$ cat src/rtl/core/ccl_pkg.sv
package ccl_pkg;

	localparam int ADDR_W  = 32;
	localparam int LEN_W   = 19;
	localparam int CHUNK_W = 16;
	localparam int SLOT_W  = 4;
	localparam int OFF_W   = 16;
	localparam int COPY_W  = 17;

	// depth of the segment queue between splitter and tag store
	localparam int SEG_QUEUE_DEPTH = 4;

	typedef struct packed {
		logic [CHUNK_W-1:0] chunk;
		logic [OFF_W-1:0]   off;
		logic [COPY_W-1:0]  take;
		logic               past;
		logic               last;
	} seg_t;

	typedef struct packed {
		logic [CHUNK_W-1:0] chunk_number;
		logic               hit;
		logic [SLOT_W-1:0]  slot;
		logic               evicted_valid;
		logic [CHUNK_W-1:0] evicted_chunk;
		logic [OFF_W-1:0]   offset_in_chunk;
		logic [COPY_W-1:0]  copy_bytes;
		logic               status;
		logic               last;
	} res_t;

endpackage

$ cat src/rtl/core/chunk_cache_lru_splitter_top.sv
// Chunk cache splitter: a read request (byte_offset, byte_count) against a
// file of file_size bytes is cut into per-chunk segments, and each segment is
// looked up in a fully associative LRU tag store of CACHE_ENTRIES entries.
// One output beat per segment; last marks the final one of a request, and a
// request ends early at end of file or after MAX_SEGMENTS segments.
// CHUNK_BYTES must be a power of two. The splitter takes no new request until
// the last segment of the current one is queued, emits one segment per cycle
// while the queue is not full, and a small queue lets it run ahead of the tag
// store. The tag store handles a hit or a fill of a free entry at one segment
// per cycle while the output is not stalled; an eviction runs a registered
// min-stamp tree and takes no new segment until it has picked the victim.
// file_size may only be written while no request is in flight.
module chunk_cache_lru_splitter_top #(
	parameter int CHUNK_BYTES   = 65536,
	parameter int CACHE_ENTRIES = 16,
	parameter int MAX_SEGMENTS  = 5
) (
	input  logic                         clk,
	input  logic                         arst_n,
	input  logic                         cfg_wr_en,
	input  logic [ccl_pkg::ADDR_W-1:0]   cfg_wr_data,
	input  logic                         in_valid,
	output logic                         in_stall,
	input  logic [ccl_pkg::ADDR_W-1:0]   byte_offset,
	input  logic [ccl_pkg::LEN_W-1:0]    byte_count,
	output logic                         out_valid,
	input  logic                         out_stall,
	output logic [ccl_pkg::CHUNK_W-1:0]  chunk_number,
	output logic                         hit,
	output logic [ccl_pkg::SLOT_W-1:0]   slot,
	output logic                         evicted_valid,
	output logic [ccl_pkg::CHUNK_W-1:0]  evicted_chunk,
	output logic [ccl_pkg::OFF_W-1:0]    offset_in_chunk,
	output logic [ccl_pkg::COPY_W-1:0]   copy_bytes,
	output logic                         status,
	output logic                         last
);

	localparam int SEG_BITS = $bits(ccl_pkg::seg_t);

	logic [ccl_pkg::ADDR_W-1:0] file_size_q;
	logic                       f_valid;
	logic                       f_stall;
	ccl_pkg::seg_t              f_seg;
	logic                       q_empty;
	logic [SEG_BITS-1:0]        q_data;
	logic                       b_pop;
	ccl_pkg::seg_t              b_seg;
	ccl_pkg::res_t              b_res;

	always_ff @(posedge clk or negedge arst_n) begin
		if (!arst_n) begin
			file_size_q <= '0;
		end else if (cfg_wr_en) begin
			file_size_q <= cfg_wr_data;
		end
	end

	ccl_front #(
		.CHUNK_BYTES  (CHUNK_BYTES),
		.MAX_SEGMENTS (MAX_SEGMENTS)
	) u_front (
		.clk         (clk),
		.arst_n      (arst_n),
		.in_valid    (in_valid),
		.in_stall    (in_stall),
		.byte_offset (byte_offset),
		.byte_count  (byte_count),
		.file_size   (file_size_q),
		.seg_valid   (f_valid),
		.seg_stall   (f_stall),
		.seg         (f_seg)
	);

	ccl_fifo #(
		.WIDTH (SEG_BITS),
		.DEPTH (ccl_pkg::SEG_QUEUE_DEPTH)
	) u_queue (
		.clk       (clk),
		.arst_n    (arst_n),
		.push      (f_valid),
		.push_data (f_seg),
		.full      (f_stall),
		.pop       (b_pop),
		.pop_data  (q_data),
		.empty     (q_empty)
	);

	assign b_seg = ccl_pkg::seg_t'(q_data);

	ccl_back #(
		.CACHE_ENTRIES (CACHE_ENTRIES)
	) u_back (
		.clk       (clk),
		.arst_n    (arst_n),
		.seg_valid (!q_empty),
		.seg_pop   (b_pop),
		.seg       (b_seg),
		.res_valid (out_valid),
		.res_stall (out_stall),
		.res       (b_res)
	);

	assign chunk_number    = b_res.chunk_number;
	assign hit             = b_res.hit;
	assign slot            = b_res.slot;
	assign evicted_valid   = b_res.evicted_valid;
	assign evicted_chunk   = b_res.evicted_chunk;
	assign offset_in_chunk = b_res.offset_in_chunk;
	assign copy_bytes      = b_res.copy_bytes;
	assign status          = b_res.status;
	assign last            = b_res.last;

endmodule

$ cat src/rtl/core/ccl_front.sv
module ccl_front #(
	parameter int CHUNK_BYTES  = 65536,
	parameter int MAX_SEGMENTS = 5
) (
	input  logic                        clk,
	input  logic                        arst_n,
	input  logic                        in_valid,
	output logic                        in_stall,
	input  logic [ccl_pkg::ADDR_W-1:0]  byte_offset,
	input  logic [ccl_pkg::LEN_W-1:0]   byte_count,
	input  logic [ccl_pkg::ADDR_W-1:0]  file_size,
	output logic                        seg_valid,
	input  logic                        seg_stall,
	output ccl_pkg::seg_t               seg
);

	localparam int CL    = $clog2(CHUNK_BYTES);
	localparam int SEG_W = $clog2(MAX_SEGMENTS + 1);
	localparam int PW    = ccl_pkg::ADDR_W + 1;
	localparam logic [PW-1:0] CB = PW'(CHUNK_BYTES);

	logic [PW-1:0]              pos_q;
	logic [ccl_pkg::LEN_W-1:0]  want_q;
	logic [ccl_pkg::LEN_W-1:0]  done_q;
	logic                       spans_q;
	logic                       busy_q;
	logic [SEG_W-1:0]           n_q;

	logic [PW-1:0]              off;
	logic [PW-1:0]              start;
	logic [PW-1:0]              fs;
	logic [PW-1:0]              diff;
	logic [PW-1:0]              avail;
	logic [PW-1:0]              rem;
	logic [PW-1:0]              room;
	logic [PW-1:0]              take0;
	logic [PW-1:0]              take;
	logic [PW-1:0]              chunk_all;
	logic [ccl_pkg::LEN_W-1:0]  done_nx;
	logic                       past;
	logic                       stop;
	logic                       spans_c;

	always_comb begin
		off       = PW'(pos_q[CL-1:0]);
		start     = pos_q - off;
		fs        = PW'(file_size);
		diff      = fs - start;
		// bytes of this chunk that lie inside the file
		avail     = (fs > start) ? ((diff < CB) ? diff : CB) : '0;
		rem       = PW'(want_q - done_q);
		room      = CB - off;
		take0     = (rem > room) ? room : rem;
		past      = off >= avail;
		take      = past ? '0 : (((off + take0) > avail) ? (avail - off) : take0);
		done_nx   = done_q + take[ccl_pkg::LEN_W-1:0];
		stop      = past || (done_nx >= want_q) || !spans_q ||
		            (n_q == SEG_W'(MAX_SEGMENTS - 1));
		chunk_all = pos_q >> CL;
		spans_c   = (PW'(byte_offset[CL-1:0]) + PW'(byte_count)) > CB;
	end

	assign in_stall  = busy_q;
	assign seg_valid = busy_q;

	always_comb begin
		seg.chunk = chunk_all[ccl_pkg::CHUNK_W-1:0];
		seg.off   = off[ccl_pkg::OFF_W-1:0];
		seg.take  = take[ccl_pkg::COPY_W-1:0];
		seg.past  = past;
		seg.last  = stop;
	end

	always_ff @(posedge clk or negedge arst_n) begin
		if (!arst_n) begin
			busy_q  <= 1'b0;
			pos_q   <= '0;
			want_q  <= '0;
			done_q  <= '0;
			spans_q <= 1'b0;
			n_q     <= '0;
		end else if (in_valid && !busy_q) begin
			busy_q  <= 1'b1;
			pos_q   <= PW'(byte_offset);
			want_q  <= byte_count;
			done_q  <= '0;
			spans_q <= spans_c;
			n_q     <= '0;
		end else if (busy_q && !seg_stall) begin
			pos_q  <= pos_q + take;
			done_q <= done_nx;
			n_q    <= n_q + SEG_W'(1);
			if (stop) begin
				busy_q <= 1'b0;
			end
		end
	end

endmodule

$ cat src/rtl/core/ccl_fifo.sv
module ccl_fifo #(
	parameter int WIDTH = 51,
	parameter int DEPTH = 4
) (
	input  logic             clk,
	input  logic             arst_n,
	input  logic             push,
	input  logic [WIDTH-1:0] push_data,
	output logic             full,
	input  logic             pop,
	output logic [WIDTH-1:0] pop_data,
	output logic             empty
);

	localparam int PTR_W = $clog2(DEPTH);
	localparam int CNT_W = $clog2(DEPTH + 1);

	logic [WIDTH-1:0] mem_q [DEPTH];
	logic [PTR_W-1:0] wr_ptr_q;
	logic [PTR_W-1:0] rd_ptr_q;
	logic [CNT_W-1:0] count_q;
	logic             do_push;
	logic             do_pop;

	assign full     = count_q == CNT_W'(DEPTH);
	assign empty    = count_q == '0;
	assign do_push  = push && !full;
	assign do_pop   = pop && !empty;
	assign pop_data = mem_q[rd_ptr_q];

	always_ff @(posedge clk) begin
		if (do_push) begin
			mem_q[wr_ptr_q] <= push_data;
		end
	end

	always_ff @(posedge clk or negedge arst_n) begin
		if (!arst_n) begin
			wr_ptr_q <= '0;
			rd_ptr_q <= '0;
			count_q  <= '0;
		end else begin
			if (do_push) begin
				wr_ptr_q <= wr_ptr_q + PTR_W'(1);
			end
			if (do_pop) begin
				rd_ptr_q <= rd_ptr_q + PTR_W'(1);
			end
			if (do_push && !do_pop) begin
				count_q <= count_q + CNT_W'(1);
			end else if (do_pop && !do_push) begin
				count_q <= count_q - CNT_W'(1);
			end
		end
	end

endmodule

$ cat src/rtl/core/ccl_back.sv
module ccl_back #(
	parameter int CACHE_ENTRIES = 16
) (
	input  logic          clk,
	input  logic          arst_n,
	input  logic          seg_valid,
	output logic          seg_pop,
	input  ccl_pkg::seg_t seg,
	output logic          res_valid,
	input  logic          res_stall,
	output ccl_pkg::res_t res
);

	localparam int N     = CACHE_ENTRIES;
	localparam int LVLS  = $clog2(N);
	localparam int P     = 1 << LVLS;
	localparam int IW    = (N > 1) ? $clog2(N) : 1;
	localparam int LV_W  = $clog2(LVLS + 2);
	localparam int SW    = 32;

	typedef enum logic {
		S_IDLE,
		S_REDUCE
	} state_t;

	state_t                      state_q;
	logic [N-1:0]                valid_q;
	logic [ccl_pkg::CHUNK_W-1:0] chunk_q [N];
	logic [SW-1:0]               stamp_q [N];
	logic [SW-1:0]               cnt_q;
	logic [LV_W-1:0]             lvl_q;
	ccl_pkg::seg_t               seg_q;
	ccl_pkg::res_t               res_q;
	logic                        res_valid_q;

	// min-stamp reduction tree, one level per cycle
	logic [SW-1:0]               cand_stamp_q [P];
	logic [IW-1:0]               cand_idx_q   [P];
	logic                        cand_vld_q   [P];

	logic                        out_free;
	logic                        start;
	logic                        hit_any;
	logic [IW-1:0]               hit_idx;
	logic                        free_any;
	logic [IW-1:0]               free_idx;
	logic [SW-1:0]               cnt_nx;
	logic                        load_cand;
	logic                        reduce_step;
	logic                        finish;
	logic                        res_load;
	logic [IW-1:0]               victim;
	logic                        wr_en;
	logic [IW-1:0]               wr_idx;
	logic [ccl_pkg::CHUNK_W-1:0] wr_tag;
	logic [SW-1:0]               wr_stamp;

	assign out_free    = !res_valid_q || !res_stall;
	assign start       = (state_q == S_IDLE) && seg_valid && out_free;
	assign seg_pop     = start;
	assign cnt_nx      = cnt_q + SW'(1);
	assign load_cand   = start && !hit_any && !free_any;
	assign reduce_step = (state_q == S_REDUCE) && (lvl_q != LV_W'(LVLS));
	assign finish      = (state_q == S_REDUCE) && (lvl_q == LV_W'(LVLS));
	assign res_load    = (start && (hit_any || free_any)) || finish;
	assign victim      = cand_idx_q[0];
	assign res_valid   = res_valid_q;
	assign res         = res_q;

	// lowest matching entry and lowest free entry
	always_comb begin
		hit_any  = 1'b0;
		hit_idx  = '0;
		free_any = 1'b0;
		free_idx = '0;
		for (int i = N - 1; i >= 0; i--) begin
			if (valid_q[i] && chunk_q[i] == seg.chunk) begin
				hit_any = 1'b1;
				hit_idx = IW'(i);
			end
			if (!valid_q[i]) begin
				free_any = 1'b1;
				free_idx = IW'(i);
			end
		end
	end

	always_comb begin
		wr_en    = 1'b0;
		wr_idx   = '0;
		wr_tag   = seg.chunk;
		wr_stamp = cnt_nx;
		if (start) begin
			wr_en  = hit_any || free_any;
			wr_idx = hit_any ? hit_idx : free_idx;
		end else if (finish) begin
			wr_en    = 1'b1;
			wr_idx   = victim;
			wr_tag   = seg_q.chunk;
			wr_stamp = cnt_q;
		end
	end

	always_ff @(posedge clk) begin
		if (wr_en) begin
			chunk_q[wr_idx] <= wr_tag;
			stamp_q[wr_idx] <= wr_stamp;
		end
	end

	always_ff @(posedge clk) begin
		if (load_cand) begin
			seg_q <= seg;
			for (int i = 0; i < P; i++) begin
				cand_stamp_q[i] <= (i < N) ? stamp_q[i % N] : '0;
				cand_idx_q[i]   <= IW'(i);
				cand_vld_q[i]   <= i < N;
			end
		end else if (reduce_step) begin
			// right side wins only on a strictly smaller stamp
			for (int i = 0; i < P / 2; i++) begin
				if (cand_vld_q[2*i+1] && (!cand_vld_q[2*i] ||
				    cand_stamp_q[2*i+1] < cand_stamp_q[2*i])) begin
					cand_stamp_q[i] <= cand_stamp_q[2*i+1];
					cand_idx_q[i]   <= cand_idx_q[2*i+1];
					cand_vld_q[i]   <= 1'b1;
				end else begin
					cand_stamp_q[i] <= cand_stamp_q[2*i];
					cand_idx_q[i]   <= cand_idx_q[2*i];
					cand_vld_q[i]   <= cand_vld_q[2*i];
				end
			end
		end
	end

	always_ff @(posedge clk or negedge arst_n) begin
		if (!arst_n) begin
			state_q     <= S_IDLE;
			valid_q     <= '0;
			cnt_q       <= '0;
			lvl_q       <= '0;
			res_valid_q <= 1'b0;
			res_q       <= '0;
		end else begin
			if (res_load) begin
				res_valid_q <= 1'b1;
			end else if (!res_stall) begin
				res_valid_q <= 1'b0;
			end
			if (wr_en) begin
				valid_q[wr_idx] <= 1'b1;
			end
			unique case (state_q)
				S_IDLE: begin
					if (start) begin
						cnt_q <= cnt_nx;
						if (hit_any || free_any) begin
							res_q.chunk_number    <= seg.chunk;
							res_q.hit             <= hit_any;
							res_q.slot            <= ccl_pkg::SLOT_W'(hit_any ? hit_idx : free_idx);
							res_q.evicted_valid   <= 1'b0;
							res_q.evicted_chunk   <= '0;
							res_q.offset_in_chunk <= seg.off;
							res_q.copy_bytes      <= seg.take;
							res_q.status          <= seg.past;
							res_q.last            <= seg.last;
						end else begin
							state_q <= S_REDUCE;
							lvl_q   <= '0;
						end
					end
				end
				S_REDUCE: begin
					if (reduce_step) begin
						lvl_q <= lvl_q + LV_W'(1);
					end else begin
						state_q               <= S_IDLE;
						res_q.chunk_number    <= seg_q.chunk;
						res_q.hit             <= 1'b0;
						res_q.slot            <= ccl_pkg::SLOT_W'(victim);
						res_q.evicted_valid   <= 1'b1;
						res_q.evicted_chunk   <= chunk_q[victim];
						res_q.offset_in_chunk <= seg_q.off;
						res_q.copy_bytes      <= seg_q.take;
						res_q.status          <= seg_q.past;
						res_q.last            <= seg_q.last;
					end
				end
				default: begin
					state_q <= S_IDLE;
				end
			endcase
		end
	end

endmodule

$ cat config.mk
export PLATFORM = sky130hd
export DESIGN_NAME = chunk_cache_lru_splitter_top
export DESIGN_NICKNAME = d
export VERILOG_FILES = /design/src/rtl/core/ccl_pkg.sv /design/src/rtl/core/chunk_cache_lru_splitter_top.sv /design/src/rtl/core/ccl_front.sv /design/src/rtl/core/ccl_fifo.sv /design/src/rtl/core/ccl_back.sv
export SDC_FILE = /design/constraint.sdc
export NUM_CORES = 2
export LEC_CHECK = 0
export ABC_CLOCK_PERIOD_IN_PS = 15280
export BUFFER_PORTS_ARGS = -buffer_cell sky130_fd_sc_hd__buf_2
export CAP_MARGIN = 25
export CORE_ASPECT_RATIO = 0.5
export CORE_MARGIN = 3
export CORE_UTILIZATION = 40
export CTS_CLUSTER_DIAMETER = 80
export DETAILED_ROUTE_END_ITERATION = 8
export SYNTH_ARGS = -nofsm -noshare
export SYNTH_HDL_FRONTEND = slang
export SYNTH_SLANG_ARGS = --single-unit
$ cat constraint.sdc
create_clock -name clk -period 15.28 [get_ports clk]
set_input_delay 1.528 -clock clk [delete_from_list [all_inputs] [get_ports clk]]
set_output_delay 1.528 -clock clk [all_outputs]
set_load 0.05 [all_outputs]
# [Word level (Yosys, flattened, before mapping)]
# Memories as Yosys holds them, arrays and structs flattened.
# Cells that the tools add are included.
[op_classes] add_sub_neg=16 n_lt_le_gt_ge=17 n_eq_ne=26 n_mux=223 bitwise_logic=50 n_reduce_logical=77
[ops] cell="two-way mux 32 bit" count=18
[ops] cell="== test 16 bit" count=16
[ops] cell="< comparator 32 bit" count=8
[ops] cell="two-way mux 33 bit" count=7
[ops] cell="two-way mux 73 bit" count=3
[ops] cell="two-way mux 4 bit" count=51
[ops] cell="case mux 73 bit (2 select lines)" count=1
[ops] cell="two-way mux 1 bit" count=129
[ops] cell="> comparator 33 bit" count=2
[ops] cell="subtractor 33 x 16 -> 33 bit" count=2
[ops] cell="bitwise OR 1 bit" count=48
[ops] cell="two-way mux 19 bit" count=2
[ops] cell="logical AND 1 bit" count=37
[ops] cell="adder 16 x 33 -> 33 bit" count=1
[ops] cell="adder 33 bit" count=1
[ops] cell="greater-or-equal comparator 16 x 33 -> 1 bit" count=1
[ops] cell="> comparator 32 x 33 -> 1 bit" count=1
[ops] cell="> comparator 33 x 17 -> 1 bit (second input constant)" count=1
[ops] cell="< comparator 33 x 17 -> 1 bit (second input constant)" count=1
[ops] cell="subtractor 32 x 33 -> 33 bit" count=1
[ops] cell="adder 32 x 1 -> 32 bit (second input constant)" count=1
[ops] cell="two-way mux 16 bit" count=2
[ops] cell="two-way mux 3 bit" count=7
[ops] cell="adder 16 x 19 -> 20 bit" count=1
[ops] cell="24 further kinds" count=67
[word_totals] regBits=292 mem_bits_rw=1564 in_bits=88 output_inout_bits=75 word_cells=444 mem_count=6
[mem_list] name="u_back.cand_stamp_q" words=16 width=32 read_ports=16 rd_ports_with_merged_regs=0 wr=16 line="ccl_back.sv:37" source="logic [SW-1:0] cand_stamp_q [P];"
[mem_list] name="u_back.stamp_q" words=16 width=32 read_ports=16 rd_ports_with_merged_regs=0 wr=1 line="ccl_back.sv:29" source="logic [SW-1:0] stamp_q [N];"
[mem_list] name="u_back.chunk_q" words=16 width=16 read_ports=17 rd_ports_with_merged_regs=0 wr=1 line="ccl_back.sv:28" source="logic [ccl_pkg::CHUNK_W-1:0] chunk_q [N];"
[mem_list] name="u_queue.mem_q" words=4 width=51 read_ports=1 rd_ports_with_merged_regs=0 wr=1 line="ccl_fifo.sv:18" source="logic [WIDTH-1:0] mem_q [DEPTH];"
[mem_list] name="u_back.cand_idx_q" words=16 width=4 read_ports=16 rd_ports_with_merged_regs=0 wr=16 line="ccl_back.sv:38" source="logic [IW-1:0] cand_idx_q [P];"
[mem_list] name="u_back.cand_vld_q" words=16 width=1 read_ports=16 rd_ports_with_merged_regs=0 wr=16 line="ccl_back.sv:39" source="logic cand_vld_q [P];"

# [Logic depth before layout (Yosys ltp)]
# An unclocked memory read counts as a cell.
[depth] ltp_word=26 ltp_mapped=70 mapped_depth_nobuf=68

# [Cells and area by module]
# A second synthesis with hierarchy kept.
[unflattened] hier_cells=6597 area_unflattened_um2=86934.6
[modules_own_cells] module="ccl_back" n_inst=1 cells_per_inst=4567 area_per_inst_um2=65152.5 seq_area_each_um2=43952.2
[modules_own_cells] module="ccl_front" n_inst=1 cells_per_inst=1658 area_per_inst_um2=12582.1 seq_area_each_um2=1901.8
[modules_own_cells] module="ccl_fifo" n_inst=1 cells_per_inst=303 area_per_inst_um2=7851.3 seq_area_each_um2=6301.0
[modules_own_cells] module="chunk_cache_lru_splitter_top" n_inst=1 cells_per_inst=69 area_per_inst_um2=1348.8 seq_area_each_um2=800.8

# [Least setup slack after synthesis]
# No wires, ideal clock.
[synth_path] path_type="reg2reg" from="register u_front.want_q[0] in the netlist's numbering" to="memory u_queue.mem_q[0][0] (data pin)" setup_time_ns=0.279 arrival_time_ns=13.456 required_time_ns=15.001 slack_ns=1.545 stages_incl_launch_ff=69 path_buffers=2 period_less_slack_ns=13.735 cell_sequence="dfrtp_1 > inv_1 > ha_1 > inv_1 > fa_1 > a21oi_1 > nor2b_1 > o31a_1 > o41ai_2 > o21ai_0 > o41ai_1 > o21bai_1 > a211oi_1 > nor2_1 > ha_1 > nand4_1 > nor4_1 > o22ai_1 > [33 not listed] > o21a_1 > o41ai_1 > o311a_1 > a211oi_1 > a41o_1 > nor2_1 > xnor2_1 > ha_1 > nand4_1 > a31oi_1 > o21a_1 > o21a_1 > o21a_1 > o21ai_0 > a21oi_1 > a2111oi_0 > o21ai_0 > or3b_2"
[synth_rtl] element="start: declaration" line="ccl_front.sv:23" source="logic [ccl_pkg::LEN_W-1:0] want_q;"
[synth_rtl] element="start signal: assignment" line="ccl_front.sv:85" source="want_q <= byte_count;"
[synth_rtl] element="end: declaration" line="ccl_fifo.sv:18"

==> reports/results.ini <==
[timing]
final.setup.tns_ns=0
slew_viol_final=0
period_needed_ns=14.35
post-route-period-util_pct=93.9
max_freq_mhz=69.7
worstMarginPinSlew_ns=1.19
setup_slack_ns=0.933
slew_headroom_pct=20.3
hold_viol=0
clock_skew_ns=0.0892
finalSetupViolations=0
hold_slack_ns=0.393
rsz0062_at_grt=false

[worst_setup_path]
critPathBufInv=9
reg2reg_from=u_front.want_q[0]$_DFFE_PN0P_
rrSetupSlack_ns=0.93
slowest_stage=or3b_2
worstPathRequired_ns=15.79
crit_type=reg -> reg
max_stage_delay_ns=0.52
crit_arrival_ns=14.85
crit_family=compound AO/OA/AOI/OAI gates
critical_path_cell_count=68
end_kind=register
worstRegToRegCells=68
start_kind=register
timing.rr.end=u_queue.mem_q[3][0]$_DFFE_PP_
critPathMaxFanout=12

[placed_design]
port-buffer-count=162
pre_cts_ws_ns=0.315
postPlaceCellArea_mm2=0.0891
dp_hpwl_um=147000
gp_congestion=0.893

[worst_hold_path]
hold-path-endpoint=u_back.cand_stamp_q[0][288]$_DFFE_PP_
hp-class=reg -> reg
min_from=u_back.stamp_q[9][0]$_DFFE_PP_
whs_path_depth=0

[cts]
htreeDepth=4
cts_made_buffers=176
clockBufferDepth=4
cts_tree=built
clkTransAtPathRegs_ns=0.07
cts_sinks=1800
clk_latency_ns=0.83
cts_root_buf=clkbuf_16

[run_status]
status=complete, no violations

[die]
core_mm2=0.208
ioPinCount=163
rows=118
start_util_pct=40.5
dieWidth_um=656
die_y_um=331
die-area_mm2=0.217

[layout]
drive_gt1_share_pct=11.9
seq_area_mm2=0.0529
n_fill_cell=18800
stdcell_area_mm2=0.0947
syn2layout_area_growth_pct=12.2
multi_input_area_mm2=0.0294
layout.nets=7088

[synthesis]
ys_warn_count=0
yosys-mux-area-fraction_pct=6.83
synthAdderAreaFrac_pct=7.01
synth_compound_area_share_pct=8.18
synth-xor-area-share_pct=4.22
syn_inst=6278
synth_cell_types=90
synth-seq-cells=1800
avgSynthCellArea_um2=13.5
ys_seq_area_share_pct=62.6
synth_top_family_by_area=compound AO/OA/AOI/OAI gates
syn_area_mm2=0.0844
synth-main-ff-cell=edfxtp_1
synthArstFlopShare_pct=13.4
yosys.area_share.simple_pct=7.96
synth_edf_count=1559

[global_route]
grt_pass1_vias=50600
track_usage_pct=19.9
antenna_found_initial=10
grt.overflow.total=0
grt_start_max_net_pins=162
grt_pass1_wl_um=326000

[route]
vias=51200
wire_per_inst_um=23.0
dr.pass1.iters=5
drc=0
ant_nets=0
viasPerCell=5.40
wl_um=219000
drt-initial-drc-count=4480

[power]
powerDensity_mw_per_mm2=184
leakage_uw=0.0360
max-vdd-ir-drop_mv=0.145
finalPower_uw=17400

[flow_run]
max_cap_viol_count=0

power by group:
| part | switching, uW | internal [uW] |
|---|---|---|
| registers | 500 | 6500 |
| logic | 3910 | 2190 |
| clock network | 1860 | 2440 |
cells in the mapped netlist, drive strengths merged, types with 67 or more instances:
| cell | instances | share of area (%) |
|---|---|---|
| a21o | 118 | 1.1 |
| o21ai | 356 | 2.1 |
| clkbuf | 151 | 0.67 |
| edfxtp | 1559 | 55 |
| xor2 | 67 | 0.69 |
| ha | 462 | 6.8 |
| nor2 | 264 | 1.2 |
| xnor2 | 339 | 3.5 |
| nand4 | 137 | 1.0 |
| a21oi | 179 | 1.1 |
| nor3 | 75 | 0.45 |
| nand2 | 628 | 2.8 |
| buf | 91 | 0.60 |
| mux2i | 223 | 2.6 |
| inv | 438 | 1.9 |
| dfrtp | 241 | 7.1 |
| mux4 | 131 | 3.5 |
| nand3 | 79 | 0.47 |
| a31oi | 84 | 0.64 |
per-layer routing:
metal / share of wire [%] / global-route usage, % / vias to the layer above
met5: 0.014 / 0 / -
met4: 2.4 / 5.10 / 4
met3: 6.0 / 3.24 / 292
met2: 46 / 32.0 / 1424
met1: 46 / 28.2 / 25700
li1: - / - / 23800
logic make-up after synthesis:
group           after synthesis
flops                      1800
simple gates               1442
compound gates             1073
buf+inv                     680
fa+ha+maj                   469
xor+xnor                    406
mux                         406
other cells                   2
sequential cells by signal (all words and copies together) (netlist names), 3 cells and up:
signal	cells
u_front.pos_q	33
u_back.cand_idx_q	24
u_queue.count_q	3
u_back.seg_q	51
u_back.res	73
u_front.done_q	19
u_front.want_q	19
u_front.n_q	3
u_back.cand_stamp_q	512
u_back.chunk_q	256
u_back.lvl_q	3
u_back.stamp_q	512
u_back.cnt_q	32
file_size_q	32
u_back.valid_q	16
u_queue.mem_q	204
worst max-delay path by stage:
stage,from,end,slack (ns)
after floorplan,u_front.want_q[0]$_DFFE_PN0P_,u_queue.mem_q[0][0]$_DFFE_PP_,1.55
after global placement,u_front.want_q[0]$_DFFE_PN0P_,u_queue.mem_q[2][0]$_DFFE_PP_,0.39
after detailed placement,u_front.want_q[0]$_DFFE_PN0P_,u_queue.mem_q[1][0]$_DFFE_PP_,0.31
after CTS,u_front.want_q[0]$_DFFE_PN0P_,u_queue.mem_q[2][0]$_DFFE_PP_,0.25
after global routing,u_front.want_q[0]$_DFFE_PN0P_,u_queue.mem_q[0][0]$_DFFE_PP_,0.003
final,u_front.want_q[0]$_DFFE_PN0P_,u_queue.mem_q[3][0]$_DFFE_PP_,0.93
area by class of cell:
| cell class | instances | share of cell area [%] |
|---|---|---|
| Inverter | 438 | 1.74 |
| Clock buffer | 226 | 4.97 |
| Tap cell | 2820 | 3.73 |
| Multi-Input combinational cell | 3836 | 31.0 |
| Timing Repair Buffer | 279 | 1.84 |
| Sequential cell | 1800 | 55.8 |
| Clock inverter | 85 | 0.880 |
| Antenna cell | 3 | 0.00793 |
placed cells by master, fill, tap and decap left out, types with 16 or more instances in the layout:
master,count
a211oi_1,25
a21o_1,117
a21oi_1,174
a22o_1,45
a31oi_1,82
and3_1,33
buf_2,161
buf_4,112
bufinv_16,16
clkbuf_1,41
clkbuf_16,178
clkinv_1,29
clkinv_2,29
conb_1,40
dfrtp_1,238
edfxtp_1,1559
ha_1,461
inv_1,435
mux2_2,52
mux2i_1,222
mux4_2,131
nand2_1,627
nand2b_1,50
nand3_1,79
nand4_1,137
nor2_1,250
nor2b_1,46
nor3_1,70
nor4_1,24
o211ai_1,20
o21a_1,39
o21ai_0,350
o21bai_1,18
o311ai_0,31
o31ai_1,25
or3_1,18
xnor2_1,336
xor2_1,61
per-stage QoR:
step,utilization (%),cells
after floorplan,-,6316
after global placement,42.7,9168
after detailed placement,42.7,9169
after CTS,45.4,9480
after global routing,45.4,9484
final,45.4,9487
timing repair:
item / 4_1_cts / 5_1_grt
gates resized for setup: 0 / 15
hold buffers: 0 / 0
setup buffers: 0 / 3
setup endpoints to repair: 0 / 5
hold endpoints to repair: 0 / 0
Power figures use the tool's default switching activity.
